<file path="src/rtl/sgm_pkg.sv">
// sgm_pkg: constants and types for the Sobel gradient magnitude block.
// No dependencies.
package sgm_pkg;
	localparam int MaxWidth  = 2048;
	localparam int MaxHeight = 4096;
	localparam int ColW = $clog2(MaxWidth);
	localparam int RowW = $clog2(MaxHeight);
	localparam int SqW  = 22;
	localparam int RootW = SqW / 2;
	localparam int RootSteps = RootW;

	localparam logic [1:0] RegWidth  = 2'd0;
	localparam logic [1:0] RegHeight = 2'd1;

	// one pending result traveling down the root chain
	// root carries the running partial root, as wide as the remainder
	typedef struct packed {
		logic             vld;
		logic [SqW-1:0]   rem;
		logic [SqW-1:0]   root;
		logic [7:0]       ax;
		logic [7:0]       ay;
		logic             eof;
	} sgm_cell_t;
endpackage

</file>
<file path="src/rtl/sgm_root_cell.sv">
// sgm_root_cell: one restoring square-root step, one bit of the root per cell.
// Depends on sgm_pkg.
module sgm_root_cell
	import sgm_pkg::*;
(
	input  logic        clk,
	input  logic        arst_n,
	input  logic        en,
	input  logic [4:0]  step,
	input  sgm_cell_t   din,
	output sgm_cell_t   dout
);
	logic [SqW-1:0] trial;
	logic [SqW-1:0] bitv;
	sgm_cell_t      nxt;

	// trial subtract of root+bit, as in the digit-by-digit method
	always_comb begin
		bitv = '0;
		bitv[SqW - 2 - 2 * step] = 1'b1;
		trial = din.root + bitv;
		nxt = din;
		if (din.rem >= trial) begin
			nxt.rem  = din.rem - trial;
			nxt.root = (din.root >> 1) + bitv;
		end else begin
			nxt.root = din.root >> 1;
		end
	end

	// hold while the pipe is stalled
	always_ff @(posedge clk or negedge arst_n) begin
		if (!arst_n) begin
			dout <= '0;
		end else if (en) begin
			dout <= nxt;
		end
	end
endmodule

</file>
<file path="config.mk">
export PLATFORM = sky130hd
export DESIGN_NAME = sgm_root_cell
export DESIGN_NICKNAME = d
export VERILOG_FILES = /design/src/rtl/sgm_pkg.sv /design/src/rtl/sgm_root_cell.sv
export SDC_FILE = /design/constraint.sdc
export NUM_CORES = 1
export LEC_CHECK = 0
export CAP_MARGIN = 20
export CORE_ASPECT_RATIO = 0.8
export CORE_MARGIN = 1
export CORE_UTILIZATION = 45
export DETAILED_ROUTE_END_ITERATION = 7
export DONT_BUFFER_PORTS = 1
export HOLD_SLACK_MARGIN = 0.08
export SETUP_SLACK_MARGIN = 0.2
export SYNTH_ARGS = -nofsm -noshare
export SYNTH_HDL_FRONTEND = slang
export SYNTH_SLANG_ARGS = --single-unit
</file>
<file path="constraint.sdc">
create_clock -name clk -period 1.5 [get_ports clk]
set_input_delay 0.225 -clock clk [delete_from_list [all_inputs] [get_ports clk]]
set_output_delay 0.225 -clock clk [all_outputs]
set_load 0.05 [all_outputs]
</file>
==> results by stage, run 1 <==
Outcome:
- The flow ran to the end, but the final reports show violations.
- The final reports fail on negative hold slack, negative setup slack.

Synth:
- Sequential cells were found to cover 29.11% of the synthesized design area.
- The proportion of register bits with asynchronous set or reset after synthesis is between 90% and 100%.
- Sorting the synthesized cells by area gives the leading types as sky130_fd_sc_hd__dfrtp_1 (29%), sky130_fd_sc_hd__ha_1 (10%), sky130_fd_sc_hd__nand2_1 (5.3%), sky130_fd_sc_hd__nor2_1 (4.7%), sky130_fd_sc_hd__a31oi_1 (4.5%).
- sky130_fd_sc_hd__dfrtp_1 takes more of the synthesized area than any other cell.
- The post-synthesis cell area is 5329 µm².
- Counting distinct cell types in the post-synthesis netlist gives 64.
- After synthesis the netlist holds a flip-flop and latch count of 62.
- Yosys printed 0 warnings.
- The net count after synthesis is 759.
- The most used flip-flop cell after synthesis is sky130_fd_sc_hd__dfrtp_1.
- In the synthesized netlist, the number of instances is roughly 640.
- The top-area cell type share of the netlist area is between 20% and 30%.
- Yosys mapped a number of flops with a built-in enable equal to 0.
- The average instance area after synthesis is 8.275 µm².

Power:
- Power spread over the standard cell area amounts to between 800 and 900 nW/µm².
- Across the VDD grid, the largest voltage drop is 0.6119 mV.
- The standby leakage power is roughly 0.0036 µW.

Cells and area:
- The combined area of the multi-input logic cells is 4039 µm².
- The largest registers in the layout are dout: 62 flops.
- The repair_antennas step left the layout with diodes totalling 0.
- The final cell count without fillers is 995.
- More flip-flops sit in one register than any other, and that register is dout.
- The commonest non-fill, non-tap cell in the layout is sky130_fd_sc_hd__buf_4.
- The total non-filler cell area in the finished layout is 8024 µm².
- Leaving out fill and tap cells, the most frequent cells in the layout are sky130_fd_sc_hd__buf_4 (166), sky130_fd_sc_hd__nor2_1 (62), sky130_fd_sc_hd__dfrtp_1 (62).
- The number of inserted filler cells in the final layout is ~900.
- The register with the most flip-flops in the layout has 62 of them.
- The layout-stage area growth over the synthesis result is 50.58%.
- The proportion of layout cells with a drive suffix above 1 is 37.90%.
- The net count of the finished layout is 957.
- Registers take 1551 µm².

Floorplan:
- The starting density of the core is 46.27%.
- The area of the die is between 10000 and 15000 µm².
- The core region is roughly 12000 µm².
- The die width is 123.7 µm.
- The boundary pin count is 132.
- The overall die height is 99.33 µm.
- The initialized floorplan defines 35 standard-cell rows.

Route:
- The average vias per placed instance is 5.633.
- The final routed wire length divided by cell count is 17.74 µm.
- The count of unresolved DRC violations after routing is 0.
- Detailed routing placed a total of 1088 µm of wire on met3.
- The vias after detailed routing is 5605.
- Detailed routing placed a total of 8369 µm of wire on met2.
- Routed signal wires occupy layers up through met4.
- After detailed routing, the wire length on met1 is approximately 8000 µm.
- The wire length reported by the detailed router is around 18000 µm.
- The first-pass detailed-route iteration total is 5.
- After the first detailed-routing iteration, the DRC count stood at between 300 and 400.
- The remaining number of nets flagged by the antenna check after routing is 0.

Setup path:
- The worst setup path is of the primary input to flop kind.
- STA puts the critical path data arrival time at around 4.2 ns.
- The endpoint required time on the critical path is 1.77 ns.
- The critical path startpoint category is a primary input.
- In this run the worst path has a maximum fanout of 6.
- STA classifies the critical path endpoint as a flop.

STA:
- The highest attainable clock frequency is 0.2576 GHz.
- The final critical path time including I/O delays and setup is 3.882 ns.
- The post-route clock skew is 0 ns.
- The hold violation count in the final report is 62.
- For the pin with the worst max-slew slack, the measured transition is just over 0.6 ns.
- In this run the tightest slew margin relative to its limit is 59.01%.
- The part of the cycle the worst path needs is 258.8%.
- Setup repair after global routing could not meet its margin everywhere.
- The tightest hold path in the finished design has a slack of -0.4251 ns.
- Adding up every negative setup slack in the final design gives -99.95 ns.
- Setup violations remaining at the end of the flow were counted as 44.
- The number of slew-limit violations in the final report was 0.
- The final worst-path setup slack is -2.382 ns.

GRT:
- Entering global routing, the biggest net connects 99 pins.
- The number of global-route vias before repair is 5626.
- For this run the aggregate overflow at the end of global routing stands at 0.
- The global-route usage over all layers is between 20% and 30%.
- The first global-routing pass estimated between 20000 and 30000 µm of wire.
- The initial antenna violation count is 0.

Worst hold path:
- The classification of the worst-slack hold path is primary input to asynchronous set/reset pin.

Place:
- The worst slack at placement is -2.831 ns.
- The count of buffers from port buffering is 0.
- The placed instance area is 6741 µm².
- The HPWL reported at the end of detailed placement is 12400 µm.
- The final weighted congestion in routability-driven placement is 0.8996.
- Once placement completed, the tool counted placed cells totaling 928.

Clocking:
- The tree is rooted in a sky130_fd_sc_hd__clkbuf_16.
- For this design, the sink count on the clock tree is 62.
- In this run the number of H-tree levels came out at 3.
- The clock network latency to the later pin of the worst-skew pair is 0.33 ns.
- The number of buffers between clock root and the deepest sink is 2.
- TritonCTS built the clock tree.
- In this run, CTS created clock tree buffers numbering 9.
- After clock tree synthesis, the clock-pin slew on the worst setup and hold paths is around 0.060 ns.
- The cts-stage hold buffer count is 23.

Flow run:
- Max-cap violations in this run came to 0.
layer usage:
metal	up-vias	GRT usage, %
met5	-	0
met4	0	7.136
met3	14	6.938
met2	165	47.31
met1	2669	38.49
li1	2757	-
worst max-delay path: stages:
cell	delay (ns)
sky130_fd_sc_hd__nand2b_4	0.13
sky130_fd_sc_hd__nor4b_4	0.28
sky130_fd_sc_hd__ha_2	0.27
sky130_fd_sc_hd__ha_4	0.16
sky130_fd_sc_hd__nor2_4	0.04
sky130_fd_sc_hd__o31ai_4	0.21
sky130_fd_sc_hd__a41oi_2	0.19
sky130_fd_sc_hd__buf_4	0.19
sky130_fd_sc_hd__o31ai_2	0.18
sky130_fd_sc_hd__buf_4	0.14
sky130_fd_sc_hd__and3_1	0.17
sky130_fd_sc_hd__o211a_1	0.15
sky130_fd_sc_hd__o21ai_1	0.07
sky130_fd_sc_hd__xor2_1	0.15
sky130_fd_sc_hd__ha_1	0.34
sky130_fd_sc_hd__nand4_1	0.16
sky130_fd_sc_hd__buf_4	0.18
sky130_fd_sc_hd__o21ai_4	0.32
sky130_fd_sc_hd__buf_12	0.18
sky130_fd_sc_hd__mux2_4	0.31
sky130_fd_sc_hd__o21ai_2	0.10
per-stage QoR:
stage	utilization, %	power [µW]
floorplan	-	4021
CTS	65.83	6940
finish	69.67	7185
global placement	58.53	4680
detailed placement	58.53	4727
global route	69.67	7515
power by group:
| part | switching (µW) | internal [µW] | total (µW) | leakage [µW] |
|---|---|---|---|---|
| Combinational | 1230 | 1290 | 2530 | 0.00270 |
| Clock | 806 | 1160 | 1960 | 0.000132 |
| Sequential | 805 | 1890 | 2700 | 0.000724 |
worst paths after layout:
check	startpoint	endpoint	slack (ns)	cells past startpoint
max	step[4]	dout[23]$_DFFE_PN0P_	-2.38	21
min	arst_n	dout[55]$_DFFE_PN0P_	-0.43	0
max reg2reg	dout[5]$_DFFE_PN0P_	dout[5]$_DFFE_PN0P_	0.46	1
min reg2reg	dout[52]$_DFFE_PN0P_	dout[52]$_DFFE_PN0P_	0.50	1
max in group asynchronous	arst_n	dout[22]$_DFFE_PN0P_	1.81	0
min in group clk	en	dout[19]$_DFFE_PN0P_	0.01	1
cells in the mapped netlist, types with 2 or more instances:
master and count:
sky130_fd_sc_hd__a211o_1 6, sky130_fd_sc_hd__a211oi_1 4, sky130_fd_sc_hd__a21o_1 6, sky130_fd_sc_hd__a21oi_1 29, sky130_fd_sc_hd__a31oi_1 38, sky130_fd_sc_hd__a41oi_1 2
sky130_fd_sc_hd__and2_1 3, sky130_fd_sc_hd__and3_1 9, sky130_fd_sc_hd__buf_2 7, sky130_fd_sc_hd__buf_4 2, sky130_fd_sc_hd__clkbuf_1 19, sky130_fd_sc_hd__dfrtp_1 62
sky130_fd_sc_hd__ha_1 44, sky130_fd_sc_hd__inv_1 25, sky130_fd_sc_hd__mux2_2 20, sky130_fd_sc_hd__mux2i_1 8, sky130_fd_sc_hd__nand2_1 75, sky130_fd_sc_hd__nand2b_1 6
sky130_fd_sc_hd__nand3_1 15, sky130_fd_sc_hd__nand3b_1 5, sky130_fd_sc_hd__nand4_1 9, sky130_fd_sc_hd__nor2_1 67, sky130_fd_sc_hd__nor2b_1 4, sky130_fd_sc_hd__nor3_1 13
sky130_fd_sc_hd__nor4_1 2, sky130_fd_sc_hd__nor4b_1 3, sky130_fd_sc_hd__o211ai_1 10, sky130_fd_sc_hd__o21a_1 5, sky130_fd_sc_hd__o21ai_0 31, sky130_fd_sc_hd__o21ai_1 10
sky130_fd_sc_hd__o21bai_1 4, sky130_fd_sc_hd__o221ai_1 6, sky130_fd_sc_hd__o22ai_1 2, sky130_fd_sc_hd__o2bb2ai_1 2, sky130_fd_sc_hd__o311ai_0 2, sky130_fd_sc_hd__o31a_1 3
sky130_fd_sc_hd__o31ai_1 4, sky130_fd_sc_hd__o31ai_2 2, sky130_fd_sc_hd__o41ai_1 2, sky130_fd_sc_hd__or2_2 3, sky130_fd_sc_hd__or3_1 13, sky130_fd_sc_hd__or4_1 3
sky130_fd_sc_hd__xnor2_1 16, sky130_fd_sc_hd__xor2_1 23
what timing repair did:
action,CTS,global route
gates resized for setup,46,74
cloned,1,2
pin swaps,24,62
buffers inserted,17,8
setup endpoints to repair,44,44
hold endpoints to repair,116,112
cells by family after synthesis:
| kind of cell | after synthesis | synth area share, % |
|---|---|---|
| DFF | 62 | 29.11 |
| and+or+nand+nor | 234 | 21.04 |
| adders and majority gates | 46 | 10.89 |
| muxes | 28 | 5.729 |
| AOI/OAI and AO/OA | 181 | 22.56 |
| xor gates and xnor gates | 39 | 6.410 |
| buffers and inverters | 54 | 4.250 |
area by class of cell:
type                    count  share of cell area (%)
clock inverters             4                  0.2807
flip-flops and latches     62                   19.34
well taps                 148                   2.308
repair buffers            216                   23.50
clock buffers              12                   3.072
inverters                  25                   1.169
multi-input cells         528                   50.34
(Power assumes the default switching activity.)
==> run 2, diff against run 1 <==
--- a/config.mk
+++ b/config.mk
@@ -5,6 +5,7 @@
 export SDC_FILE = /design/constraint.sdc
 export NUM_CORES = 1
 export LEC_CHECK = 0
+export ABC_AREA = 1
 export CAP_MARGIN = 20
 export CORE_ASPECT_RATIO = 0.8
 export CORE_MARGIN = 1
@@ -16,3 +17,4 @@
 export SYNTH_ARGS = -nofsm -noshare
 export SYNTH_HDL_FRONTEND = slang
 export SYNTH_SLANG_ARGS = --single-unit
+export TNS_END_PERCENT = 100
==> run 2 against run 1 <==
Compared with the run above:
- the flow still finishes with violations (negative hold slack, negative setup slack)
- worst setup slack better by 0.16 ns
- design area is 22% higher
- via count is 32% higher
- fmax is 4.3% higher
- hold slack worse by 0.0076 ns
- clock-buffer cell count is 3 lower
- power is 9.8% higher
- sequential share of layout area is 3.5 points lower
- global-route usage is 4.5 points higher
- first-iteration DRC count is 69% higher
- sequential power is 3% higher
- largest cell class unchanged
- highest routed layer unchanged
==> results by stage, run 2 <==
Cells and area:
- The number of flip-flops under the largest register name is 62 (unchanged).
- The total non-filler cell area in the finished layout was 9798 µm² (+22%).
- Leaving out fill and tap cells, the most frequent cells in the layout are sky130_fd_sc_hd__nand2_1 (273), sky130_fd_sc_hd__buf_4 (236), sky130_fd_sc_hd__inv_1 (91).
- The number of diodes added for antenna fixing is 0 (unchanged).
- The layout-stage area growth over the synthesis result is 62.33%.
- The largest registers in the layout are dout: 62 flops.
- The library cell used most frequently in the layout, excluding fill and tap cells, is sky130_fd_sc_hd__nand2_1.
- The net count of the finished layout came to 1334 (+39%).
- The final design utilization is 75.59% (+5.9 points).
- The proportion of layout cells with a drive suffix above 1 is 36.44% (-1.5 points).
- The register name with the most flops is dout.

Worst hold path:
- The classification of the worst-slack hold path is primary input to asynchronous set/reset pin.

Synth:
- The count of synthesis-stage warnings from yosys came to 0 (unchanged).
- The mux cell area share after synthesis is 0% (-5.7 points).
- The average instance area after synthesis was 6.539 µm² (-21%).
- The cell type with the highest aggregate area in the netlist is sky130_fd_sc_hd__dfrtp_1.
- The flip-flop and latch count after synthesis was 62 (unchanged).
- The post-synthesis cell count is 923 (+43%).
- The area fraction in compound gates after synthesis is 14.43% (-8.1 points).
- Ranked by total cell area, the synthesized netlist is headed by sky130_fd_sc_hd__dfrtp_1 (26%), sky130_fd_sc_hd__nand2_1 (19%), sky130_fd_sc_hd__ha_1 (9.1%), sky130_fd_sc_hd__inv_1 (6.1%), sky130_fd_sc_hd__nor2_1 (5.0%).
- The top-area cell type share of the netlist area is 25.70% (-3.4 points).
- Counting instances in the post-synthesis netlist gives the leading cell types as sky130_fd_sc_hd__nand2_1 (306), sky130_fd_sc_hd__inv_1 (98), sky130_fd_sc_hd__nor2_1 (80).
- The xor/xnor share of the synthesized area is 5.514% (-0.90 points).
- The proportion of register bits with asynchronous set or reset after synthesis is 100.0% (unchanged).
- The most used flip-flop cell after synthesis is sky130_fd_sc_hd__dfrtp_1.
- The net count after synthesis is 1038 (+37%).
- The arithmetic-cell share of the synthesized area counting full adders, half adders and majority gates came to 9.453% (-1.4 points).
- The fraction of the mapped netlist area in simple logic gates is 36.96% (+16 points).
- The post-synthesis cell area is 6036 µm² (+13%).
- By area, the combinational part of the netlist is dominated by simple AND/OR/NAND/NOR gates.
- The share of synthesized area occupied by flip-flops and latches is 25.70% (-3.4 points).
- The number of flops mapped to enable cells by yosys is 0 (unchanged).
- The number of unique standard cell types used by synthesis is 50 (-22%).
- The library cell with the highest instance count after synthesis is sky130_fd_sc_hd__nand2_1.

STA:
- The relative slew slack is 62.94% (+3.9 points).
- The setup TNS is -94.39 ns (+5.552 ns).
- Setup repair after global routing could not meet its margin everywhere.
- The highest attainable clock frequency came to 0.2687 GHz (+4.3%).
- The setup-violating endpoint count in the final report is 44 (unchanged).
- The final critical path time including I/O delays and setup came to 3.722 ns (-0.1598 ns).
- The hold violation count in the final report came to 62 (unchanged).
- The number of slew-limit violations in the final report is 0 (unchanged).
- The final hold slack came to -0.4327 ns (-0.007606 ns).
- The part of the cycle the worst path needs is 248.1% (-11 points).
- The slew of the pin with the lowest slew margin was 0.5501 ns (-0.05708 ns).
- The final worst-path setup slack was -2.222 ns (+0.1598 ns).
- The post-route clock skew is 0 ns (unchanged).

Route:
- The routed metal-1 wire length was 10640 µm (+33%).
- The count of unresolved DRC violations after routing is 0 (unchanged).
- The average vias per placed instance is 5.273 (-6.4%).
- The detailed router's first-iteration violation count is 624 (+69%).
- The detailed-routed wire length on met2 is 10040 µm (+20%).
- The remaining number of nets flagged by the antenna check after routing is 0 (unchanged).
- The final routed wire length divided by cell count is 16.66 µm (-6.1%).
- The wire length reported by the detailed router is 23310 µm (+32%).
- The first-pass detailed-route iteration total came to 5 (unchanged).
- The vias after detailed routing came to 7377 (+32%).
- The highest metal layer used by the detailed router is met4.
- The met3 layer wire length in the routed design is 2098 µm (+93%).

Setup path:
- The critical path class is primary input to flop.
- The endpoint required time on the critical path is 1.73 ns (-0.04 ns).
- The cell family with the largest share of critical-path delay is simple AND/OR/NAND/NOR gates.
- The endpoint kind of the worst setup timing path is a flop.
- The largest stage delay on the critical path is 0.36 ns (+0.02 ns).
- The worst setup slack for register-to-register paths is 0.53 ns (+0.07 ns).
- The slowest stage of the critical path belongs to the cell sky130_fd_sc_hd__nor4_4.
- The biggest fanout along the worst timing path is 7 (+1).
- The arrival time at the worst endpoint came to 3.95 ns (-0.20 ns).
- The critical path startpoint category is a primary input.
- The worst path buffer plus inverter count is 5 (+1).

Place:
- The HPWL reported at the end of detailed placement was 16020 µm (+29%).
- The count of buffers from port buffering is 0 (unchanged).
- The placed instance area is 7944 µm² (+18%).
- The final weighted congestion in routability-driven placement is 0.9752 (+8.4%).

GRT:
- The global-route usage over all layers is 33.53% (+4.5 points).
- The initial antenna violation count came to 0 (unchanged).
- The wire length of the first global-routing pass is 36260 µm (+31%).
- The aggregate global routing overflow is 0 (unchanged).
- The pin count of the biggest net entering global routing is 63 (-36%).
- The number of global-route vias before repair is 7193 (+28%).

Floorplan:
- The boundary pin count came to 132 (unchanged).
- The area inside the core boundary was 12960 µm² (+13%).
- The die width came to 131.5 µm (+6.3%).
- The area of the die is 13880 µm² (+13%).
- The number of rows in the core area is 37 (+5.7%).
- The starting density of the core came to 46.56% (+0.30 points).
- The overall die height was 105.6 µm (+6.3%).

Clocking:
- The CTS buffer count was 9 (unchanged).
- The number of H-tree levels is 3 (unchanged).
- The number of sinks handled by clock tree synthesis came to 62 (unchanged).
- The TritonCTS clock tree is built.
- The number of buffers between clock root and the deepest sink came to 2 (unchanged).
- The clock-pin slew on the worst setup and hold paths is 0.06 ns (about the same).
- The clock tree root buffer cell is sky130_fd_sc_hd__clkbuf_16.
- The clock network latency to the later pin of the worst-skew pair is 0.35 ns (+0.02 ns).

Outcome:
- The flow ran to the end, but the final reports show violations.
- The checks that failed: negative hold slack, negative setup slack.

Power:
- The power per cell area is 804.8 nW/µm² (-10%).
- The standby leakage power is 0.004937 µW (+39%).
- The worst vdd rail ir drop came to 0.5915 mV (-3.3%).
- The power after layout is 7886 µW (+9.8%).

Flow run:
- The count of max-cap constraint violations is 0 (unchanged).
==> run 2: worst paths after layout <==
check,from,to,cells after the start
worst max-delay path,step[0],dout[22]$_DFFE_PN0P_,26
worst min-delay path,arst_n,dout[50]$_DFFE_PN0P_,0
worst max register to register,dout[26]$_DFFE_PN0P_,dout[26]$_DFFE_PN0P_,2
worst min register to register,dout[60]$_DFFE_PN0P_,dout[60]$_DFFE_PN0P_,2
max in group asynchronous,arst_n,dout[26]$_DFFE_PN0P_,0
min in group clk,din[49],dout[49]$_DFFE_PN0P_,2
==> run 2: cell type report <==
class	count	area [µm²]
clock buffers	9	225.2
fillers	1019	3164
multi-input cells	739	4664
repair buffers	307	2673
clock inverters	7	82.58
inverters	100	382.9
flip-flops and latches	62	1551
well taps	175	219.0
==> run 2: what timing repair did <==
action	CTS	global route
hold buffers	42	1
resized for setup	108	80
setup endpoints to repair	44	44
cloned	2	2
buffers inserted	26	12
hold endpoints to repair	108	63
pin swaps	47	66
==> run 2: metal layers <==
layer  vias up  GRT usage, %
met5         -             0
met3        46         9.668
met4         0         9.801
met1      3392         46.34
li1       3622             -
met2       317         50.38
==> run 2: power by group <==
part | switching [µW] | total (µW) | internal, µW | leakage, µW
registers | 888 | 2770 | 1890 | 0.000748
clock network | 873 | 2180 | 1310 | 0.000144
logic | 1490 | 2930 | 1440 | 0.00404
==> run 2: logic make-up (layout without fill, tap and decap cells) <==
kind of cell | Yosys count | count (layout)
simple gates | 512 | 512
xor+xnor | 38 | 38
buf+inv | 122 | 423
compound gates | 144 | 144
fa+ha+maj | 45 | 45
flops | 62 | 62
==> run 2: metrics by stage <==
stage | hold slack [ns] | worst slack, ns | std cells
final | -0.4327 | -2.222 | 1399
after global routing | -0.4455 | -2.354 | 1399
after CTS | -0.4410 | -2.014 | 1384
after detailed placement | -0.06932 | -2.532 | 1298
after global placement | -0.06911 | -2.534 | 1298
after floorplan | -0.07059 | -1.935 | 923
